`config.mk`:
```
export PLATFORM = sky130hd
export DESIGN_NAME = rational_arithmetic_unit
export DESIGN_NICKNAME = d
export VERILOG_FILES = /design/src/hdl/rau_pkg.sv /design/src/hdl/rau_alu.sv /design/src/hdl/rau_mul.sv /design/src/hdl/rau_ctrl.sv /design/src/hdl/rational_arithmetic_unit.sv
export SDC_FILE = /design/constraint.sdc
export NUM_CORES = 2
export LEC_CHECK = 0
export BUFFER_PORTS_ARGS = -buffer_cell sky130_fd_sc_hd__buf_2
export CAP_MARGIN = 20
export CORE_MARGIN = 5
export CORE_UTILIZATION = 57
export CTS_CLUSTER_SIZE = 28
export DETAILED_ROUTE_END_ITERATION = 7
export HOLD_SLACK_MARGIN = 0.15
export PLACE_DENSITY = 0.76
export SLEW_MARGIN = 15
export SYNTH_ARGS = -nofsm -noshare
export SYNTH_HDL_FRONTEND = slang
export SYNTH_SLANG_ARGS = --single-unit
```
`constraint.sdc`:
```
create_clock -name clk -period 8.5 [get_ports clk]
set_clock_uncertainty 0.2 [all_clocks]
set_input_delay 0.85 -clock clk [delete_from_list [all_inputs] [get_ports clk]]
set_output_delay 0.85 -clock clk [all_outputs]
set_load 0.01 [all_outputs]
```
`src/hdl/rau_pkg.sv`:
```
// ----------------------------------------------------------------------------
// rau_pkg
// shared types and codes for the rational arithmetic unit
// ----------------------------------------------------------------------------
package rau_pkg;

  // operation codes
  localparam logic [2:0] KIND_ADD = 3'd0;
  localparam logic [2:0] KIND_SUB = 3'd1;
  localparam logic [2:0] KIND_MUL = 3'd2;
  localparam logic [2:0] KIND_DIV = 3'd3;
  localparam logic [2:0] KIND_EQ  = 3'd4;
  localparam logic [2:0] KIND_GT  = 3'd5;
  localparam logic [2:0] KIND_LT  = 3'd6;
  localparam logic [2:0] KIND_NOP = 3'd7;

  typedef struct packed {
    logic [2:0]         kind;
    logic signed [15:0] a_num;
    logic [14:0]        a_den;
    logic signed [15:0] b_num;
    logic [14:0]        b_den;
  } rau_in_t;

  typedef struct packed {
    logic signed [31:0] res_num;
    logic [29:0]        res_den;
    logic               cmp_true;
    logic               div_error;
  } rau_out_t;

  typedef enum logic [3:0] {
    ST_IDLE,
    ST_MUL0,
    ST_MUL1,
    ST_MUL2,
    ST_FORM,
    ST_SIGN,
    ST_MAG,
    ST_GCD,
    ST_SHIFT,
    ST_DIVN,
    ST_DIVD,
    ST_FIN,
    ST_DONE
  } rau_state_t;

  // sequencer to datapath
  typedef struct packed {
    rau_state_t st;
    logic       load;
    logic       div_last;
  } rau_ctl_t;

  // datapath to sequencer
  typedef struct packed {
    logic need_p2;
    logic is_cmp;
    logic is_nop;
    logic d_zero;
    logic gcd_done;
    logic k_zero;
  } rau_stat_t;

endpackage

```
`src/hdl/rau_alu.sv`:
```
// ----------------------------------------------------------------------------
// rau_alu
// shared add / subtract unit
// ----------------------------------------------------------------------------
module rau_alu #(
  parameter int WIDTH = 33
) (
  input  logic [WIDTH-1:0] a,
  input  logic [WIDTH-1:0] b,
  input  logic             sub,
  output logic [WIDTH-1:0] sum
);

  assign sum = a + (b ^ {WIDTH{sub}}) + WIDTH'(sub);

endmodule

```
`src/hdl/rau_mul.sv`:
```
// ----------------------------------------------------------------------------
// rau_mul
// signed multiplier for the cross products
// ----------------------------------------------------------------------------
module rau_mul #(
  parameter int WIDTH = 16
) (
  input  logic signed [WIDTH-1:0]   a,
  input  logic signed [WIDTH-1:0]   b,
  output logic signed [2*WIDTH-1:0] p
);

  assign p = a * b;

endmodule

```
`src/hdl/rau_ctrl.sv`:
```
// ----------------------------------------------------------------------------
// rau_ctrl
// sequencer for the rational arithmetic unit
// ----------------------------------------------------------------------------
module rau_ctrl #(
  parameter int OPERAND_WIDTH = 16
) (
  input  logic              clk,
  input  logic              rst_n,
  input  logic              start,
  input  rau_pkg::rau_stat_t stat,
  output rau_pkg::rau_ctl_t  ctl,
  output logic              busy,
  output logic              out_valid
);
  import rau_pkg::*;

  localparam int STEPS = 2 * OPERAND_WIDTH;
  localparam int CW    = $clog2(STEPS);

  rau_state_t    state_r, state_nxt;
  logic [CW-1:0] cnt_r, cnt_nxt;
  logic          last;

  assign last = (cnt_r == CW'(STEPS - 1));

  always_ff @(posedge clk) begin
    if (!rst_n) begin
      state_r <= ST_IDLE;
      cnt_r   <= '0;
    end else begin
      state_r <= state_nxt;
      cnt_r   <= cnt_nxt;
    end
  end

  // next state
  always_comb begin
    state_nxt = state_r;
    case (state_r)
      ST_IDLE:  if (start) state_nxt = ST_MUL0;
      ST_MUL0:  state_nxt = stat.is_nop ? ST_DONE : ST_MUL1;
      ST_MUL1:  state_nxt = stat.need_p2 ? ST_MUL2 : ST_FORM;
      ST_MUL2:  state_nxt = ST_FORM;
      ST_FORM:  state_nxt = stat.is_cmp ? ST_DONE : ST_SIGN;
      ST_SIGN:  state_nxt = stat.d_zero ? ST_DONE : ST_MAG;
      ST_MAG:   state_nxt = ST_GCD;
      ST_GCD:   if (stat.gcd_done) state_nxt = ST_SHIFT;
      ST_SHIFT: if (stat.k_zero) state_nxt = ST_DIVN;
      ST_DIVN:  if (last) state_nxt = ST_DIVD;
      ST_DIVD:  if (last) state_nxt = ST_FIN;
      ST_FIN:   state_nxt = ST_DONE;
      ST_DONE:  state_nxt = ST_IDLE;
      default:  state_nxt = ST_IDLE;
    endcase
  end

  // division step counter
  always_comb begin
    cnt_nxt = '0;
    if ((state_r == ST_DIVN || state_r == ST_DIVD) && !last) begin
      cnt_nxt = cnt_r + CW'(1);
    end
  end

  // outputs
  always_comb begin
    ctl.st       = state_r;
    ctl.load     = (state_r == ST_IDLE) && start;
    ctl.div_last = last;
    busy         = (state_r != ST_IDLE);
    out_valid    = (state_r == ST_DONE);
  end

endmodule

```
`src/hdl/rational_arithmetic_unit.sv`:
```
// ----------------------------------------------------------------------------
// rational_arithmetic_unit
// fraction add, subtract, multiply, divide and compare with gcd reduction
// ----------------------------------------------------------------------------
// One command at a time. A command transfers on a rising edge with start high
// and busy low; busy stays high until the result has been shown. The result
// appears on out_res for exactly one cycle with out_valid high and the
// receiver cannot stall it, so it must take it then. Compares run the cross
// products and one subtract (MUL0, MUL1, FORM). Multiply and divide run two
// cross products, add and subtract a third; then come the sign and magnitude
// steps, the binary gcd loop, one restore shift per common factor of two, two
// long divisions of 2*W steps each and a final step, W being OPERAND_WIDTH.
// The gcd loop runs one shift, one subtract or one swap a cycle and is data
// dependent. All add, subtract and compare work goes through one shared
// adder; one multiplier forms the two or three cross products in turn. A zero
// formed denominator ends early with div_error set. Unused kind code 7
// returns an all zero result.
// ----------------------------------------------------------------------------
module rational_arithmetic_unit #(
  parameter int OPERAND_WIDTH = 16
) (
  input  logic              clk,
  input  logic              rst_n,
  input  logic              start,
  output logic              busy,
  input  rau_pkg::rau_in_t  in_cmd,
  output logic              out_valid,
  output rau_pkg::rau_out_t out_res
);
  import rau_pkg::*;

  localparam int W  = OPERAND_WIDTH;
  localparam int PW = 2 * W;          // product / magnitude width
  localparam int AW = PW + 1;         // shared adder width
  localparam int KW = $clog2(PW);     // common power of two count

  rau_ctl_t  ctl;
  rau_stat_t stat;

  // operand registers, numerators sign carrying, denominators unsigned
  logic [2:0]          kind_r, kind_nxt;
  logic signed [W-1:0] an_r, an_nxt, bn_r, bn_nxt;
  logic [W-2:0]        ad_r, ad_nxt, bd_r, bd_nxt;

  // cross products and formed fraction
  logic signed [PW-1:0] p0_r, p0_nxt, p1_r, p1_nxt, p2_r, p2_nxt;
  logic signed [PW-1:0] n_r, n_nxt, d_r, d_nxt;
  logic                 neg_r, neg_nxt;

  // gcd and division state
  logic [PW-1:0] mag_r, mag_nxt;
  logic [PW-1:0] gx_r, gx_nxt, gy_r, gy_nxt, g_r, g_nxt;
  logic [KW-1:0] k_r, k_nxt;
  logic [PW-1:0] q_r, q_nxt, rem_r, rem_nxt;
  logic [PW-1:0] nq_r, nq_nxt, dq_r, dq_nxt;
  rau_out_t      res_r, res_nxt;

  // shared units
  logic signed [W-1:0]  mul_a, mul_b;
  logic signed [PW-1:0] mul_p;
  logic [AW-1:0]        alu_a, alu_b, alu_sum;
  logic                 alu_sub;

  // helpers
  logic          gx_zero, gy_zero, take;
  logic [PW-1:0] mag_v, q_step;
  logic [AW-1:0] fin_val;

  rau_mul #(.WIDTH(W)) u_mul (
    .a (mul_a),
    .b (mul_b),
    .p (mul_p)
  );

  rau_alu #(.WIDTH(AW)) u_alu (
    .a   (alu_a),
    .b   (alu_b),
    .sub (alu_sub),
    .sum (alu_sum)
  );

  rau_ctrl #(.OPERAND_WIDTH(W)) u_ctrl (
    .clk       (clk),
    .rst_n     (rst_n),
    .start     (start),
    .stat      (stat),
    .ctl       (ctl),
    .busy      (busy),
    .out_valid (out_valid)
  );

  // status back to the sequencer
  assign gx_zero       = (gx_r == '0);
  assign gy_zero       = (gy_r == '0);
  assign stat.need_p2  = (kind_r inside {KIND_ADD, KIND_SUB});
  assign stat.is_cmp   = (kind_r inside {KIND_EQ, KIND_GT, KIND_LT});
  assign stat.is_nop   = (kind_r == KIND_NOP);
  assign stat.d_zero   = (d_r == '0);
  assign stat.gcd_done = gx_zero || gy_zero;
  assign stat.k_zero   = (k_r == '0);

  assign out_res = res_r;

  // multiplier operand select, one cross product per state
  always_comb begin
    mul_a = an_r;
    mul_b = signed'({1'b0, bd_r});
    case (ctl.st)
      ST_MUL0: begin
        mul_a = an_r;
        mul_b = (kind_r == KIND_MUL) ? bn_r : signed'({1'b0, bd_r});
      end
      ST_MUL1: begin
        mul_a = signed'({1'b0, ad_r});
        mul_b = (kind_r == KIND_MUL) ? signed'({1'b0, bd_r}) : bn_r;
      end
      ST_MUL2: begin
        mul_a = signed'({1'b0, ad_r});
        mul_b = signed'({1'b0, bd_r});
      end
      default: begin
        mul_a = an_r;
        mul_b = signed'({1'b0, bd_r});
      end
    endcase
  end

  // shared adder operand select
  always_comb begin
    alu_a   = '0;
    alu_b   = '0;
    alu_sub = 1'b0;
    case (ctl.st)
      ST_FORM: begin
        // sum or difference of cross products; compares subtract too
        alu_a   = AW'(p0_r);
        alu_b   = AW'(p1_r);
        alu_sub = (kind_r != KIND_ADD);
      end
      ST_SIGN: begin
        alu_b   = AW'(d_r);
        alu_sub = 1'b1;
      end
      ST_MAG: begin
        alu_b   = AW'(n_r);
        alu_sub = 1'b1;
      end
      ST_GCD: begin
        alu_a   = {1'b0, gx_r};
        alu_b   = {1'b0, gy_r};
        alu_sub = 1'b1;
      end
      ST_DIVN, ST_DIVD: begin
        // restoring division trial subtract
        alu_a   = {rem_r, q_r[PW-1]};
        alu_b   = {1'b0, g_r};
        alu_sub = 1'b1;
      end
      ST_FIN: begin
        alu_b   = {1'b0, nq_r};
        alu_sub = 1'b1;
      end
      default: begin
        alu_a   = '0;
        alu_b   = '0;
        alu_sub = 1'b0;
      end
    endcase
  end

  // datapath next values
  always_comb begin
    kind_nxt = kind_r;
    an_nxt   = an_r;
    ad_nxt   = ad_r;
    bn_nxt   = bn_r;
    bd_nxt   = bd_r;
    p0_nxt   = p0_r;
    p1_nxt   = p1_r;
    p2_nxt   = p2_r;
    n_nxt    = n_r;
    d_nxt    = d_r;
    neg_nxt  = neg_r;
    mag_nxt  = mag_r;
    gx_nxt   = gx_r;
    gy_nxt   = gy_r;
    g_nxt    = g_r;
    k_nxt    = k_r;
    q_nxt    = q_r;
    rem_nxt  = rem_r;
    nq_nxt   = nq_r;
    dq_nxt   = dq_r;
    res_nxt  = res_r;
    take     = ~alu_sum[AW-1];
    q_step   = {q_r[PW-2:0], take};
    mag_v    = n_r[PW-1] ? alu_sum[PW-1:0] : n_r;
    fin_val  = neg_r ? alu_sum : {1'b0, nq_r};

    if (ctl.load) begin
      // low operand bits only; wide settings see the port zero extended
      kind_nxt = in_cmd.kind;
      an_nxt   = signed'(W'({{W{1'b0}}, in_cmd.a_num}));
      bn_nxt   = signed'(W'({{W{1'b0}}, in_cmd.b_num}));
      ad_nxt   = (W-1)'({{W{1'b0}}, in_cmd.a_den});
      bd_nxt   = (W-1)'({{W{1'b0}}, in_cmd.b_den});
      res_nxt  = '0;
    end

    case (ctl.st)
      ST_MUL0: p0_nxt = mul_p;
      ST_MUL1: p1_nxt = mul_p;
      ST_MUL2: p2_nxt = mul_p;
      ST_FORM: begin
        case (kind_r)
          KIND_ADD, KIND_SUB: begin
            n_nxt = signed'(alu_sum[PW-1:0]);
            d_nxt = p2_r;
          end
          KIND_MUL, KIND_DIV: begin
            n_nxt = p0_r;
            d_nxt = p1_r;
          end
          default: begin
            n_nxt = p0_r;
            d_nxt = p1_r;
          end
        endcase
        case (kind_r)
          KIND_EQ: res_nxt.cmp_true = (alu_sum == '0);
          KIND_GT: res_nxt.cmp_true = ~alu_sum[AW-1] && (alu_sum != '0);
          KIND_LT: res_nxt.cmp_true = alu_sum[AW-1];
          default: res_nxt.cmp_true = 1'b0;
        endcase
      end
      ST_SIGN: begin
        if (d_r == '0) begin
          res_nxt.div_error = 1'b1;
        end else begin
          // result sign kept apart, denominator made positive
          neg_nxt = n_r[PW-1] ^ d_r[PW-1];
          if (d_r[PW-1]) d_nxt = signed'(alu_sum[PW-1:0]);
        end
      end
      ST_MAG: begin
        mag_nxt = mag_v;
        k_nxt   = '0;
        if (mag_v == '0) begin
          // zero numerator reduces by one
          gx_nxt = PW'(1);
          gy_nxt = PW'(1);
        end else begin
          gx_nxt = mag_v;
          gy_nxt = d_r;
        end
      end
      ST_GCD: begin
        if (gx_zero || gy_zero) begin
          g_nxt = gx_zero ? gy_r : gx_r;
        end else if (!gx_r[0] && !gy_r[0]) begin
          gx_nxt = gx_r >> 1;
          gy_nxt = gy_r >> 1;
          k_nxt  = k_r + KW'(1);
        end else if (!gx_r[0]) begin
          gx_nxt = gx_r >> 1;
        end else if (!gy_r[0]) begin
          gy_nxt = gy_r >> 1;
        end else if (!alu_sum[AW-1]) begin
          gx_nxt = alu_sum[PW-1:0];
        end else begin
          // keep the larger value in gx
          gx_nxt = gy_r;
          gy_nxt = gx_r;
        end
      end
      ST_SHIFT: begin
        if (k_r == '0) begin
          q_nxt   = mag_r;
          rem_nxt = '0;
        end else begin
          g_nxt = g_r << 1;
          k_nxt = k_r - KW'(1);
        end
      end
      ST_DIVN, ST_DIVD: begin
        rem_nxt = take ? alu_sum[PW-1:0] : alu_a[PW-1:0];
        q_nxt   = q_step;
        if (ctl.div_last) begin
          if (ctl.st == ST_DIVN) begin
            nq_nxt  = q_step;
            q_nxt   = d_r;
            rem_nxt = '0;
          end else begin
            dq_nxt = q_step;
          end
        end
      end
      ST_FIN: begin
        res_nxt.res_num = 32'(signed'(fin_val));
        res_nxt.res_den = 30'(dq_r);
      end
      default: begin
        res_nxt = res_nxt;
      end
    endcase
  end

  // payload registers, no reset needed
  always_ff @(posedge clk) begin
    kind_r <= kind_nxt;
    an_r   <= an_nxt;
    ad_r   <= ad_nxt;
    bn_r   <= bn_nxt;
    bd_r   <= bd_nxt;
    p0_r   <= p0_nxt;
    p1_r   <= p1_nxt;
    p2_r   <= p2_nxt;
    n_r    <= n_nxt;
    d_r    <= d_nxt;
    neg_r  <= neg_nxt;
    mag_r  <= mag_nxt;
    gx_r   <= gx_nxt;
    gy_r   <= gy_nxt;
    g_r    <= g_nxt;
    k_r    <= k_nxt;
    q_r    <= q_nxt;
    rem_r  <= rem_nxt;
    nq_r   <= nq_nxt;
    dq_r   <= dq_nxt;
    res_r  <= res_nxt;
  end

endmodule
```
# Yosys cells after proc, flatten, opt, wreduce, memory -nomap -nowiden
# Index checks and enable logic that the tools add are counted.
[totals] register_bits=558 inputBits=68 wordCells=180 output_inout_bits=66
[classes] muxes=61 reduce_logical=47 eq_ne=32 multipliers=1 add_sub_neg=5 bitwise=5
[op_table] operator="two-way mux 32 bit" n=28
[op_table] operator="one-hot mux 32 bit (2 select lines)" n=6
[op_table] operator="one-hot mux 33 bit (6 select lines)" n=1
[op_table] operator="logical NOT 32 bit" n=4
[op_table] operator="one-hot mux 33 bit (3 select lines)" n=1
[op_table] operator="two-way mux 64 bit" n=1
[op_table] operator="two-way mux 62 bit" n=1
[op_table] operator="two-way mux 16 bit" n=3
[op_table] operator="one-hot mux 4 bit (12 select lines)" n=1
[op_table] operator="adder 33 x 1 -> 33 bit" n=1
[op_table] operator="adder 33 bit" n=1
[op_table] operator="logical NOT 33 bit" n=1
[op_table] operator="nonzero test 33 bit" n=1
[op_table] operator="bitwise XOR 33 bit" n=1
[op_table] operator="multiplier 16 x 16 -> 32 bit" n=1
[op_table] operator="two-way mux 4 bit" n=8
[op_table] operator="one-hot mux 16 bit (2 select lines)" n=1
[op_table] operator="== test 4 bit (second input constant)" n=5
[op_table] operator="AND reduction 3 bit" n=6
[op_table] operator="== test 4 x 3 -> 1 bit (second input constant)" n=4
[op_table] operator="inequality test 2 bit (second input constant)" n=8
[op_table] operator="two-way mux 5 bit" n=3
[op_table] operator="one-hot mux 5 bit (3 select lines)" n=1
[op_table] operator="nonzero test 2 bit" n=7
[op_table] operator="30 further kinds" n=56

# Longest topological paths before layout
[depth] word_depth=12 depth_mapped=34 ltp_nobuf=32

# Modules after synthesis
# From an unflattened synthesis, not the netlist that was laid out.
[hier_totals] cells_unflattened=3246 area_unflattened_um2=37383.4
[modules_own_cells] mod="rational_arithmetic_unit" area_each_um2=24713.7 seq_area_each_um2=16475.8 cells_per_inst=1765 n_inst=1
[modules_own_cells] mod="rau_mul" area_each_um2=10018.4 seq_area_each_um2=0.0 cells_per_inst=1128 n_inst=1
[modules_own_cells] mod="rau_alu" area_each_um2=2063.2 seq_area_each_um2=0.0 cells_per_inst=286 n_inst=1
[modules_own_cells] mod="rau_ctrl" area_each_um2=588.1 seq_area_each_um2=180.2 cells_per_inst=67 n_inst=1

# Worst setup path after synthesis
# Ideal clock, no wire load.
[synth_timing] path_type="reg-to-reg" from="reg u_ctrl.state_r[2]" to="reg p0_r[31], data pin" stages_incl_launch_ff=35 arrival_ns=7.981 setup_time_ns=0.269 period_less_slack_ns=8.450 n_path_buf=6 required_time_ns=8.031 slack_ns=0.050 cell_sequence="dfxtp_1 -> buf_6 -> buf_2 -> or2_2 -> clkbuf_1 -> a21oi_1 -> clkbuf_1 -> nand2_1 -> o21ai_1 -> clkbuf_1 -> nand2_1 -> fa_1 -> inv_1 -> fa_1 -> inv_1 -> fa_1 -> inv_1 -> fa_1 -> fa_1 -> inv_1 -> fa_1 -> inv_1 -> ha_1 -> clkbuf_1 -> a211oi_1 -> nand2_1 -> a41oi_1 -> o21ai_0 -> a21oi_1 -> a21oi_1 -> a2111oi_0 -> nor3_1 -> or3_1 -> a21oi_1 -> xnor2_1"
[synth_between] elab_chain_cells=4 elab_cells_between_ends=7 cone_classes="mul (1); eq/ne (3); mux (2); reduce/logical (1)"
[synth_rtl] item="start: declaration" line_no="rau_ctrl.sv:21" rtl="rau_state_t state_r, state_nxt;"
[synth_rtl] item="start signal: assignment" line_no="rau_ctrl.sv:32" rtl="state_r <= state_nxt;"
[synth_rtl] item="== test 4 x 2 -> 1 bit" line_no="rational_arithmetic_unit.sv:108" rtl="case (ctl.st)"
[synth_rtl] item="OR reduction 2 bit (no source line)"
[synth_rtl] item="two-way mux 16 bit" line_no="rational_arithmetic_unit.sv:108"
[synth_rtl] item="multiplier 16 x 16 -> 32 bit (*)" line_no="rau_mul.sv:13" rtl="assign p = a * b;"
[synth_rtl] item="named net mul_p[31]" line_no="rational_arithmetic_unit.sv:60" rtl="logic signed [PW-1:0] mul_p;"
[synth_rtl] item="end signal: assignment" line_no="rational_arithmetic_unit.sv:314" rtl="p0_r <= p0_nxt;"
[synth_rtl] item="end: declaration" line_no="rational_arithmetic_unit.sv:46" rtl="logic signed [PW-1:0] p0_r, p0_nxt, p1_r, p1_nxt, p2_r, p2_nxt;"
# The timed path passes the listed nets; every way through them passes the cells marked *.
# A chain may end at the register's enable or synchronous reset.

# Worst setup path after layout
[layout_timing] from="reg u_ctrl.state_r[2]" to="reg p2_r[30], data pin"
[layout_between] elab_chain_cells=4 elab_cells_between_ends=7 cone_classes="mul (1); eq/ne (3); mux (2); reduce/logical (1)"
[layout_rtl] item="== test 4 x 2 -> 1 bit" line_no="rational_arithmetic_unit.sv:108"
[layout_rtl] item="OR reduction 2 bit (no source line)"
[layout_rtl] item="two-way mux 16 bit" line_no="rational_arithmetic_unit.sv:108"
[layout_rtl] item="multiplier 16 x 16 -> 32 bit (*)" line_no="rau_mul.sv:13"
[layout_rtl] item="named net mul_p[30]" line_no="rational_arithmetic_unit.sv:60"
[layout_rtl] item="end signal: assignment" line_no="rational_arithmetic_unit.sv:316" rtl="p2_r <= p2_nxt;"
[layout_rtl] item="end: declaration" line_no="rational_arithmetic_unit.sv:46"
# Marked as above.

==> run metrics <==
Top FF cell, synth edfxtp_1; Vias 28730; sequential share of the synthesized area 44.70%; global placer's final weighted congestion between 0.9 and 1; slowest stage delay, CP 0.52 ns; Final Cycle Share 95.12%; Post-Syn Area 0.03726 mm²; largest net degree at the start of global routing about 100; Nets between 4000 and 5000; syn_nets roughly 4000; failing checks DRC; most used cell along the critical path fa_1; Final setup viols 0; Final ANT Viol Nets 0; number of cell rows 93; Iter 0 DRT Violations 3896; FMAX 123.7 MHz; post-synth cell types 91; Worst-Margin Slew 1.248 ns; cts bufs inserted 58; TritonRoute pass-1 iters 8; Ant. Diodes 0; fin. max-slew vios 0; Post-synth EDFFs 548; Yosys top cell area share 44.16%; Routed wire per std cell roughly 25 µm; antenna violations before repair 0; Area Growth Syn to Fin 11.49%; CP max-delay cell mux2i_1; CP max FO 29; Hold Slack 0.1819 ns; fin util 64.33%; detailed-route vias per instance between 6 and 7; Worst Path Arrival between 8 and 9 ns; Syn. warnings 0; top post-synthesis cells by area edfxtp_1 44%, fa_1 14%, nand2_1 4.4%, ha_1 4.0%, nor2_1 3.8%; DRC Markers 13; post-synthesis register bit count 558; crit path buf inv count 7; critical path data required time 8.69 ns; Starting Density 57.70%; chip height 265.7 µm; clock slew at reported path FFs 0.06 ns; setup slack after layout 0.4146 ns; synthesized area per cell roughly 11 µm²; Fin. Hold Viols 0; Die X 265.7 µm; worst slack, placed 0.1602 ns; vias in the first global route 28740; CTS sink cnt 558; clock tree from TritonCTS built; HP Class in2reg; fin crit period around 8.1 ns; Max-slew headroom 16.05%; DRT Wirelength 114.1 mm; cells after synthesis 3514; Top Family by Delay on Critical Path adder cells; Detailed Place HPWL 85.02 mm; first-pass GRT wire length 173.6 mm; max reg flops 64; DIE AREA just over 0.07 mm²; clock root buffer clkbuf_16; gr usage total between 30% and 40%; I/O pin cnt 134; critical path startpoint category flip-flop; Max-cap violations 0; outcome finished with violations; proportion of layout cells with a drive suffix above 1 11.07%; port bufs 133; top post-synthesis cells by count 548 x edfxtp_1, 433 x nand2_1, 375 x nor2_1; CP endpoint kind flip-flop; Longest Clk Path Bufs 3; most frequent cell after synthesis edfxtp_1; Synth area leader edfxtp_1; Crit Path Class reg2reg; CTS HTree Levels 2; Skew-Pair Late Insertion Delay 0.67 ns; Post-synth ARST share 0%; core area 0.06458 mm²; GRT overflow 0
-- cells in the final DEF (no fill, tap or decap), types with 79 or more instances in the layout --
cell type,synthesis,final
edfxtp_1,548,548
a21oi_1,206,205
buf_2,16,133
nor2_1,375,363
ha_1,118,118
inv_1,336,333
fa_1,264,264
o21ai_0,134,133
nand2_1,433,431
xnor2_1,79,79
mux2i_1,126,126
buf_4,2,116
-- through the flow --
stage | setup TNS [ns] | area (µm²) | instances
final | 0 | 41540 | 4560
after global routing | -0.01694 | 41540 | 4560
after CTS | 0 | 41510 | 4559
after detailed placement | 0 | 39400 | 4436
after floorplan | 0 | 37260 | 3514
after global placement | 0 | 39400 | 4436
-- logic make-up (layout without fill, tap and decap cells) --
| kind of cell | Yosys count | count (layout) | synth area share (%) |
|---|---|---|---|
| adders and majority gates | 382 | 382 | 18.15 |
| AOI/OAI and AO/OA | 707 | 707 | 12.64 |
| xor gates and xnor gates | 100 | 100 | 2.350 |
| muxes | 134 | 134 | 3.626 |
| buffers and inverters | 526 | 717 | 5.393 |
| DFF | 558 | 558 | 44.70 |
| and+or+nand+nor | 1107 | 1107 | 13.14 |
-- worst paths after layout --
kind                                  startpoint  depth (start not counted)                          to  slack (ns)
setup / recovery  u_ctrl.state_r[2]$_SDFFE_PN0P_                         28          p2_r[30]$_DFFE_PN_        0.41
hold / removal                        in_cmd[22]                          1           bn_r[7]$_DFFE_PP_        0.18
setup reg to reg  u_ctrl.state_r[2]$_SDFFE_PN0P_                         28          p2_r[30]$_DFFE_PN_        0.41
hold reg to reg       u_ctrl.cnt_r[0]$_SDFF_PN0_                          1  u_ctrl.cnt_r[0]$_SDFF_PN0_        0.25
-- per-layer routing --
layer	track usage [%]	wire (µm)	vias to the layer above
li1	-	-	12650
met1	41.98	41610	13820
met2	51.76	52140	1898
met3	6.549	13290	360
met4	15.65	7052	0
met5	0	0	-
-- cell type report --
class / count / area, µm²
fill: 5114 / 23040
multi-input combinational: 2430 / 18750
sequential: 558 / 16660
timing repair buffer: 275 / 1868
clock buffer: 63 / 1470
inverter: 337 / 1265
tap: 855 / 1070
clock inverter: 42 / 466.7
-- timing repair --
item | in CTS | in global routing
gates resized for setup | 0 | 7
setup buffers | 0 | 1
setup endpoints to repair | 0 | 15
hold buffers | 18 | 0
endpoints found under the hold margin | 18 | 0
Power is not shown: default switching activity piles up to over one toggle a cycle in this logic, so the estimate is an artifact.
